==> config.mk <==
export PLATFORM = sky130hd
export DESIGN_NAME = topological_sort_kahn
export DESIGN_NICKNAME = d
export VERILOG_FILES = /design/src/rtl/tsort_pkg.sv /design/src/rtl/tsort_ram.sv /design/src/rtl/topological_sort_kahn.sv
export SDC_FILE = /design/constraint.sdc
export NUM_CORES = 2
export LEC_CHECK = 0
export BUFFER_PORTS_ARGS = -buffer_cell sky130_fd_sc_hd__buf_2
export CAP_MARGIN = 25
export CORE_ASPECT_RATIO = 0.8
export CORE_MARGIN = 3
export CORE_UTILIZATION = 55
export CTS_BUF_LIST = sky130_fd_sc_hd__clkbuf_4
export DETAILED_ROUTE_END_ITERATION = 8
export PLACE_DENSITY = 0.73
export SETUP_SLACK_MARGIN = 0.02
export SLEW_MARGIN = 15
export SYNTH_ARGS = -nofsm -noshare
export SYNTH_HDL_FRONTEND = slang
export SYNTH_SLANG_ARGS = --single-unit
==> constraint.sdc <==
create_clock -name aclk -period 3.8 [get_ports aclk]
set_clock_uncertainty 0.05 [all_clocks]
set_input_delay 0.57 -clock aclk [delete_from_list [all_inputs] [get_ports aclk]]
set_output_delay 0.57 -clock aclk [all_outputs]
set_load 0.1 [all_outputs]
==> src/rtl/tsort_pkg.sv <==
// ---------------------------------------------------------------------------
// Topological sort package
// Sizes, derived widths and the sequencer state type.
// ---------------------------------------------------------------------------
package tsort_pkg;

    localparam int MAX_NODES = 32;
    localparam int MAX_EDGES = 256;

    localparam int NODE_W  = 5;                        // vertex number field
    localparam int NCNT_W  = $clog2(MAX_NODES + 1);    // vertex count, queue length
    localparam int EADDR_W = $clog2(MAX_EDGES);
    localparam int ECNT_W  = $clog2(MAX_EDGES + 1);    // edge count
    localparam int DEG_W   = ECNT_W;                   // in-degree counter
    localparam int EDGE_W  = 2 * NODE_W;               // stored {to, from}

    localparam int S_TDATA_W = 16;
    localparam int M_TDATA_W = 8;
    localparam int M_TUSER_W = 3;

    typedef enum logic [3:0] {
        ST_LOAD,
        ST_CLEAR,
        ST_CNT_RD,
        ST_CNT_DEG,
        ST_CNT_WR,
        ST_SRC_RD,
        ST_SRC_CHK,
        ST_HEAD_RD,
        ST_HEAD_LD,
        ST_WALK_RD,
        ST_WALK_DEG,
        ST_WALK_WR,
        ST_OUT_RD,
        ST_OUT_LD,
        ST_OUT_WAIT
    } state_t;

endpackage

==> src/rtl/tsort_ram.sv <==
// ---------------------------------------------------------------------------
// Generic single-port-write RAM
// One write port and one read port; read data is registered.
// ---------------------------------------------------------------------------
module tsort_ram #(
    parameter int WIDTH = 8,
    parameter int DEPTH = 32
) (
    input  logic                     aclk,
    input  logic                     we,
    input  logic [$clog2(DEPTH)-1:0] waddr,
    input  logic [WIDTH-1:0]         wdata,
    input  logic [$clog2(DEPTH)-1:0] raddr,
    output logic [WIDTH-1:0]         rdata
);

    logic [WIDTH-1:0] mem [DEPTH];
    logic [WIDTH-1:0] rdata_reg;

    always_ff @(posedge aclk) begin
        if (we) begin
            mem[waddr] <= wdata;
        end
        rdata_reg <= mem[raddr];
    end

    assign rdata = rdata_reg;

endmodule

==> src/rtl/topological_sort_kahn.sv <==
// Loading: one edge word per cycle, s_tready stays high until a tlast word is taken.
// Sort after the tlast word: clear every in-degree RAM entry, count in-degrees over the
// stored edges, scan vertices for sources, then walk all stored edges per queued vertex;
// each RAM has a single read port.
// Output: each result word is held until m_tready; the next graph loads right after.
// Reset (aresetn low, synchronous) empties the graph and sets node_count to 32.
// ---------------------------------------------------------------------------
// Topological sort (Kahn) top level
// Edge store, in-degree RAM and order queue driven by one sequencer.
// ---------------------------------------------------------------------------
module topological_sort_kahn
    import tsort_pkg::*;
(
    input  logic                 aclk,
    input  logic                 aresetn,
    input  logic                 cfg_we,
    input  logic [NCNT_W-1:0]    cfg_wdata,
    input  logic                 s_tvalid,
    output logic                 s_tready,
    input  logic [S_TDATA_W-1:0] s_tdata,   // [4:0] from_node, [9:5] to_node
    input  logic                 s_tuser,   // has_edge
    input  logic                 s_tlast,   // final_item
    output logic                 m_tvalid,
    input  logic                 m_tready,
    output logic [M_TDATA_W-1:0] m_tdata,   // [4:0] node
    output logic [M_TUSER_W-1:0] m_tuser,   // [0] node_valid, [1] is_dag, [2] overflow
    output logic                 m_tlast    // last_result
);

    state_t state_reg, state_next;

    logic [NCNT_W-1:0] node_count_reg;
    logic [ECNT_W-1:0] ecount_reg, ecount_next;
    logic [ECNT_W-1:0] e_reg, e_next;
    logic [NCNT_W-1:0] i_reg, i_next;
    logic [NCNT_W-1:0] head_reg, head_next;
    logic [NCNT_W-1:0] len_reg, len_next;
    logic              dropped_reg, dropped_next;
    logic [NODE_W-1:0] cur_reg, cur_next;

    logic              m_tvalid_reg, m_tvalid_next;
    logic [NODE_W-1:0] node_reg, node_next;
    logic              nvalid_reg, nvalid_next;
    logic              dag_reg, dag_next;
    logic              ovf_reg, ovf_next;
    logic              last_reg, last_next;

    logic [NCNT_W-1:0] n;
    logic [NODE_W-1:0] in_from, in_to;

    // Edge store
    logic               edge_we;
    logic [EDGE_W-1:0]  edge_rdata;
    logic [NODE_W-1:0]  e_src, e_dst;

    // In-degree RAM
    logic               deg_we;
    logic [NODE_W-1:0]  deg_waddr, deg_raddr;
    logic [DEG_W-1:0]   deg_wdata, deg_rdata;

    // Order queue
    logic               q_we;
    logic [NODE_W-1:0]  q_raddr, q_wdata, q_rdata;

    assign in_from = s_tdata[NODE_W-1:0];
    assign in_to   = s_tdata[2*NODE_W-1:NODE_W];
    assign e_src   = edge_rdata[NODE_W-1:0];
    assign e_dst   = edge_rdata[EDGE_W-1:NODE_W];

    // Vertex count in force: zero counts as one, large values saturate.
    always_comb begin
        if (node_count_reg == '0) begin
            n = NCNT_W'(1);
        end else if (node_count_reg > NCNT_W'(MAX_NODES)) begin
            n = NCNT_W'(MAX_NODES);
        end else begin
            n = node_count_reg;
        end
    end

    tsort_ram #(.WIDTH(EDGE_W), .DEPTH(MAX_EDGES)) u_edge_ram (
        .aclk  (aclk),
        .we    (edge_we),
        .waddr (ecount_reg[EADDR_W-1:0]),
        .wdata ({in_to, in_from}),
        .raddr (e_reg[EADDR_W-1:0]),
        .rdata (edge_rdata)
    );

    tsort_ram #(.WIDTH(DEG_W), .DEPTH(MAX_NODES)) u_deg_ram (
        .aclk  (aclk),
        .we    (deg_we),
        .waddr (deg_waddr),
        .wdata (deg_wdata),
        .raddr (deg_raddr),
        .rdata (deg_rdata)
    );

    tsort_ram #(.WIDTH(NODE_W), .DEPTH(MAX_NODES)) u_queue_ram (
        .aclk  (aclk),
        .we    (q_we),
        .waddr (len_reg[NODE_W-1:0]),
        .wdata (q_wdata),
        .raddr (q_raddr),
        .rdata (q_rdata)
    );

    // The edge RAM address holds still while an edge is examined, so its read
    // data stays valid across the read-modify-write of the target's in-degree.
    assign deg_raddr = (state_reg == ST_SRC_RD || state_reg == ST_SRC_CHK)
                       ? i_reg[NODE_W-1:0] : e_dst;
    assign deg_waddr = (state_reg == ST_CLEAR) ? i_reg[NODE_W-1:0] : e_dst;
    assign q_raddr   = (state_reg == ST_OUT_RD) ? i_reg[NODE_W-1:0] : head_reg[NODE_W-1:0];

    always_ff @(posedge aclk) begin
        if (!aresetn) begin
            state_reg      <= ST_LOAD;
            node_count_reg <= NCNT_W'(MAX_NODES);
            ecount_reg     <= '0;
            e_reg          <= '0;
            i_reg          <= '0;
            head_reg       <= '0;
            len_reg        <= '0;
            dropped_reg    <= 1'b0;
            m_tvalid_reg   <= 1'b0;
        end else begin
            state_reg    <= state_next;
            ecount_reg   <= ecount_next;
            e_reg        <= e_next;
            i_reg        <= i_next;
            head_reg     <= head_next;
            len_reg      <= len_next;
            dropped_reg  <= dropped_next;
            m_tvalid_reg <= m_tvalid_next;
            if (cfg_we) begin
                node_count_reg <= cfg_wdata;
            end
        end
    end

    always_ff @(posedge aclk) begin
        cur_reg    <= cur_next;
        node_reg   <= node_next;
        nvalid_reg <= nvalid_next;
        dag_reg    <= dag_next;
        ovf_reg    <= ovf_next;
        last_reg   <= last_next;
    end

    always_comb begin
        state_next    = state_reg;
        ecount_next   = ecount_reg;
        e_next        = e_reg;
        i_next        = i_reg;
        head_next     = head_reg;
        len_next      = len_reg;
        dropped_next  = dropped_reg;
        cur_next      = cur_reg;
        m_tvalid_next = m_tvalid_reg;
        node_next     = node_reg;
        nvalid_next   = nvalid_reg;
        dag_next      = dag_reg;
        ovf_next      = ovf_reg;
        last_next     = last_reg;
        s_tready      = 1'b0;
        edge_we       = 1'b0;
        deg_we        = 1'b0;
        deg_wdata     = '0;
        q_we          = 1'b0;
        q_wdata       = e_dst;

        unique case (state_reg)
            ST_LOAD: begin
                s_tready = 1'b1;
                if (s_tvalid) begin
                    if (s_tuser) begin
                        if ({1'b0, in_from} >= n || {1'b0, in_to} >= n ||
                            ecount_reg >= ECNT_W'(MAX_EDGES)) begin
                            dropped_next = 1'b1;
                        end else begin
                            edge_we     = 1'b1;
                            ecount_next = ecount_reg + 1'b1;
                        end
                    end
                    if (s_tlast) begin
                        i_next     = '0;
                        state_next = ST_CLEAR;
                    end
                end
            end

            ST_CLEAR: begin
                deg_we = 1'b1;
                i_next = i_reg + 1'b1;
                if (i_reg == NCNT_W'(MAX_NODES - 1)) begin
                    e_next     = '0;
                    state_next = ST_CNT_RD;
                end
            end

            ST_CNT_RD: begin
                if (e_reg < ecount_reg) begin
                    state_next = ST_CNT_DEG;
                end else begin
                    i_next     = '0;
                    state_next = ST_SRC_RD;
                end
            end

            ST_CNT_DEG: begin
                // Edges that reach past a lowered vertex count are ignored here.
                if ({1'b0, e_src} >= n || {1'b0, e_dst} >= n) begin
                    dropped_next = 1'b1;
                    e_next       = e_reg + 1'b1;
                    state_next   = ST_CNT_RD;
                end else begin
                    state_next = ST_CNT_WR;
                end
            end

            ST_CNT_WR: begin
                deg_we     = 1'b1;
                deg_wdata  = deg_rdata + 1'b1;
                e_next     = e_reg + 1'b1;
                state_next = ST_CNT_RD;
            end

            ST_SRC_RD: begin
                if (i_reg < n) begin
                    state_next = ST_SRC_CHK;
                end else begin
                    head_next  = '0;
                    state_next = ST_HEAD_RD;
                end
            end

            ST_SRC_CHK: begin
                if (deg_rdata == '0) begin
                    q_we     = 1'b1;
                    q_wdata  = i_reg[NODE_W-1:0];
                    len_next = len_reg + 1'b1;
                end
                i_next     = i_reg + 1'b1;
                state_next = ST_SRC_RD;
            end

            ST_HEAD_RD: begin
                if (head_reg < len_reg) begin
                    state_next = ST_HEAD_LD;
                end else begin
                    i_next     = '0;
                    state_next = ST_OUT_RD;
                end
            end

            ST_HEAD_LD: begin
                cur_next   = q_rdata;
                e_next     = '0;
                state_next = ST_WALK_RD;
            end

            ST_WALK_RD: begin
                if (e_reg < ecount_reg) begin
                    state_next = ST_WALK_DEG;
                end else begin
                    head_next  = head_reg + 1'b1;
                    state_next = ST_HEAD_RD;
                end
            end

            ST_WALK_DEG: begin
                if (e_src == cur_reg && {1'b0, e_dst} < n) begin
                    state_next = ST_WALK_WR;
                end else begin
                    e_next     = e_reg + 1'b1;
                    state_next = ST_WALK_RD;
                end
            end

            ST_WALK_WR: begin
                if (deg_rdata != '0) begin
                    deg_we    = 1'b1;
                    deg_wdata = deg_rdata - 1'b1;
                    if (deg_rdata == DEG_W'(1) && len_reg < NCNT_W'(MAX_NODES)) begin
                        q_we     = 1'b1;
                        len_next = len_reg + 1'b1;
                    end
                end
                e_next     = e_reg + 1'b1;
                state_next = ST_WALK_RD;
            end

            ST_OUT_RD: begin
                state_next = ST_OUT_LD;
            end

            ST_OUT_LD: begin
                nvalid_next   = i_reg < len_reg;
                node_next     = (i_reg < len_reg) ? q_rdata : '0;
                dag_next      = len_reg == n;
                ovf_next      = dropped_reg;
                last_next     = (i_reg + 1'b1) == n;
                m_tvalid_next = 1'b1;
                state_next    = ST_OUT_WAIT;
            end

            ST_OUT_WAIT: begin
                if (m_tready) begin
                    m_tvalid_next = 1'b0;
                    if (last_reg) begin
                        ecount_next  = '0;
                        len_next     = '0;
                        dropped_next = 1'b0;
                        state_next   = ST_LOAD;
                    end else begin
                        i_next     = i_reg + 1'b1;
                        state_next = ST_OUT_RD;
                    end
                end
            end

            default: begin
                state_next = ST_LOAD;
            end
        endcase
    end

    assign m_tvalid = m_tvalid_reg;
    assign m_tdata  = M_TDATA_W'(node_reg);
    assign m_tuser  = {ovf_reg, dag_reg, nvalid_reg};
    assign m_tlast  = last_reg;

endmodule

==> results.toml <==
[worst_setup_path]
reg2reg_to = "u_edge_ram.rdata[6]"
timing.critical_path.mode_cell = "buf_4"
worst_ep_arrival_time_ns = 5.09
cp.required_ns = 4.98
critPathLaunchType = "register"
crit_chain = "and2_4 -> buf_4 -> buf_4 -> a22o_1 -> a221oi_1 -> a221oi_1 -> a311oi_2 -> o41ai_2 -> buf_4"
critPathKind = "register to register"
cp_slowest_cell = "a221oi_1"
slowest_delay_ns = 0.94
crit_fanout = 23
crit_end = "u_edge_ram.rdata[6]"
startpoint = "e_reg[2]"
reg2reg_from = "e_reg[2]"
reg2reg_depth = 9
worst-r2r-setup-slack_ns = -0.11
cp-end-kind = "register"

[yosys]
synth_edf_count = 3022
ys_types = 95
ys_ff_latch = 3094
avgSynthCellArea_um2 = 19.8
async_reset_ff_share_pct = 0
synth_cells = 6198
ys.flop_type = "edfxtp_1"
ys_seq_area_share_pct = 75.1
yosysWarnings = 0
netlist_area_um2 = 123000

[final_layout]
regMostFlops = "u_edge_ram.mem"
n_fill_cell = 15000
multi_input_area_um2 = 28300
drive_above_1_share_pct = 32.6
largest_reg_flops = 2560
register_area_um2 = 92200
final_nets = 7487
reg_top3 = "u_edge_ram.mem x2560, u_deg_ram.mem x288, u_queue_ram.mem x160"
final_core_util_pct = 63.5
area_growth_pct = 14.4

[die]
die_x_um = 534
die_area_um2 = 229000
coreArea_um2 = 221000
pin_count = 43
start_util_pct = 55.5
die_y_um = 429
rows = 154

[route]
final_antenna_net_count = 0
drc = 0
viasPerCell = 6.42
dr.pass1.iters = 6
wirelength_mm = 330
vias = 69900
drt_iter0_drc = 10800
post_drt_wl_per_cell_um = 30.3

[grt]
grt.total_usage_pct = 28.6
grt_pass1_vias = 69000
grt_pass1_wl_mm = 476
grt_overflow_total = 0
antenna_found_initial = 17
grt_max_degree = 194

[sta]
fmax_mhz = 256
hold_viol_final = 0
final.min_clock_period_ns = 3.91
rsz0062_at_grt = "yes"
worst_pin_slew_ns = 1.18
layout_setup_ws_ns = -0.107
final-setup-viol-count = 2
finalCritPeriodShare_pct = 103
fin_tns_setup_ns = -0.139
slew_headroom_pct = 21.5
drv_slew = 0

[outcome]
failed_checks = "setup timing"
status = "finished with violations"

[hold_path]
hp-class = "input port to register"
holdPathStages = 7

[place]
dpl.hpwl_mm = 209
finalWeightedCongestion = 0.906
io_buffers = 33

[clock_network]
clock-sinks = 3094
worstSkewPairLatency_ns = 1.29
cts.clk_slew.worst_paths_ns = 0.07
cts-root-buf = "clkbuf_4"
cts_buffers = 717
cts_setup_buffers = 0
cts_buffer_depth = 4
cts_tree = "yes"
htreeDepth = 6

[pwr]
p_per_area_nw_per_um2 = 489
p_leak_nw = 45.4
irDropWorstVdd_mv = 0.394

[run]
cap_violations = 0
-- routing by layer --
metal / vias up / part of all wire [%] / global-route usage (%)
li1: 28500 / - / -
met1: 35400 / 38 / 41.7
met2: 5253 / 44 / 40.2
met3: 702 / 15 / 10.2
met4: 20 / 3.5 / 10.3
met5: - / 0.13 / 0.459
-- cell type report --
type / instances / share of cell area, %
sequential: 3094 / 65.6
timing repair buffer: 843 / 5.20
multi-input combinational: 2708 / 20.1
tap: 2964 / 2.64
inverter: 36 / 0.0971
clock buffer: 1046 / 5.59
clock inverter: 183 / 0.724
antenna: 12 / 0.0214
-- cell families (layout without fill, tap and decap cells) --
| family | after synthesis | after routing | synth area share [%] |
|---|---|---|---|
| and+or+nand+nor | 956 | 956 | 3.49 |
| buffers and inverters | 398 | 2108 | 2.18 |
| DFF | 3094 | 3094 | 75.1 |
| adders and majority gates | 58 | 58 | 0.591 |
| xor gates and xnor gates | 34 | 34 | 0.242 |
| AOI/OAI and AO/OA | 722 | 722 | 4.10 |
| other | 1 | 15 | 0.00305 |
| muxes | 935 | 935 | 14.3 |
-- stage by stage --
step | hold slack [ns] | setup WS, ns | instance area (um2) | std cells | power [mW]
6_report | 0.138 | -0.107 | 141000 | 10900 | 68.7
2_1_floorplan | 0.350 | 0.0131 | 123000 | 6200 | 41.5
4_1_cts | 0.00818 | 0.0391 | 140000 | 10900 | 69.0
3_3_place_gp | 0.368 | -0.147 | 131000 | 9601 | 43.3
5_1_grt | 0.0920 | -0.148 | 140000 | 10900 | 71.2
3_5_place_dp | 0.372 | -0.171 | 131000 | 9601 | 43.4
-- synthesized netlist by cell type (12+ instances only) --
library cell | number | area share (%)
nand2_1 | 211 | 0.64
nor2_1 | 447 | 1.4
mux4_2 | 531 | 9.7
a22oi_1 | 125 | 0.76
a21o_1 | 15 | 0.092
edfxtp_1 | 3022 | 74
nand2b_1 | 29 | 0.15
or3_1 | 16 | 0.082
a2111oi_0 | 14 | 0.10
nor2b_1 | 12 | 0.061
clkbuf_8 | 16 | 0.18
ha_1 | 58 | 0.59
a31oi_1 | 18 | 0.092
a221oi_1 | 45 | 0.32
nor3_1 | 39 | 0.16
a21oi_1 | 167 | 0.68
nor4_1 | 21 | 0.11
nand4_1 | 20 | 0.10
xnor2_1 | 25 | 0.18
a311oi_1 | 14 | 0.10
buf_6 | 34 | 0.31
clkbuf_1 | 119 | 0.36
o22ai_1 | 70 | 0.36
mux4_1 | 95 | 2.0
buf_4 | 42 | 0.26
inv_1 | 34 | 0.10
dfxtp_1 | 72 | 1.2
mux2i_1 | 263 | 2.1
o221ai_1 | 41 | 0.29
o21ai_0 | 67 | 0.27
mux2_2 | 44 | 0.40
o211ai_1 | 22 | 0.13
nand3_1 | 86 | 0.35
a211oi_1 | 33 | 0.20
buf_2 | 98 | 0.40
buf_8 | 30 | 0.37
and3_1 | 17 | 0.087
-- cell usage in the layout, fill, tap and decap left out, types with 16 or more instances in the layout --
master,netlist,routed
a21oi_1,167,163
o221ai_1,41,41
o211ai_1,22,22
dfxtp_1,72,65
buf_2,98,23
nor2_2,1,26
buf_4,42,700
clkbuf_4,5,1046
o22ai_1,70,69
nand4_1,20,20
o21ai_0,67,64
nand3_1,86,86
mux4_2,531,531
dlygate4sd3_1,0,41
mux2i_1,263,260
nand2b_1,29,29
nand2_1,211,210
and3_1,17,17
edfxtp_1,3022,3022
mux2_2,44,44
nor3_1,39,39
inv_1,34,32
xnor2_1,25,25
or3_1,16,16
buf_12,8,66
a31oi_1,18,17
a22oi_1,125,122
ha_1,58,58
nor2_1,447,420
clkinv_1,1,129
mux4_1,95,95
nor4_1,21,19
a211oi_1,33,32
a221oi_1,45,43
-- worst max-delay path: cells and delay by family (launching register included) --
family,cells,cell delay [ns]
AND/OR/NAND/NOR,1,0.52
flip-flops,1,0.72
AO/OA/AOI/OAI,5,1.96
buffers and inverters,3,0.57
-- report_power, final --
part / internal, mW / leakage [nW] / switching [mW]
registers: 37.7 / 27.6 / 0.163
logic: 1.95 / 12.5 / 2.97
clock network: 13.1 / 5.26 / 12.8
-- worst min path at each step --
stage | startpoint | end | slack, ns
floorplan | u_queue_ram.rdata[0] | cur_reg[0] | 0.35
global placement | dropped_reg | ovf_reg | 0.37
detailed placement | dropped_reg | ovf_reg | 0.37
CTS | s_tlast | state_reg[2] | 0.008
global route | s_tlast | state_reg[2] | 0.09
finish | s_tlast | state_reg[3] | 0.14
-- repair_timing --
| item | in CTS | in global routing |
|---|---|---|
| setup endpoints to repair | 5 | 230 |
| endpoints found under the hold margin | 521 | 0 |
| resized for setup | 5 | 32 |
| hold buffers | 41 | 0 |
Note: power is estimated with default switching activity, not from simulation.
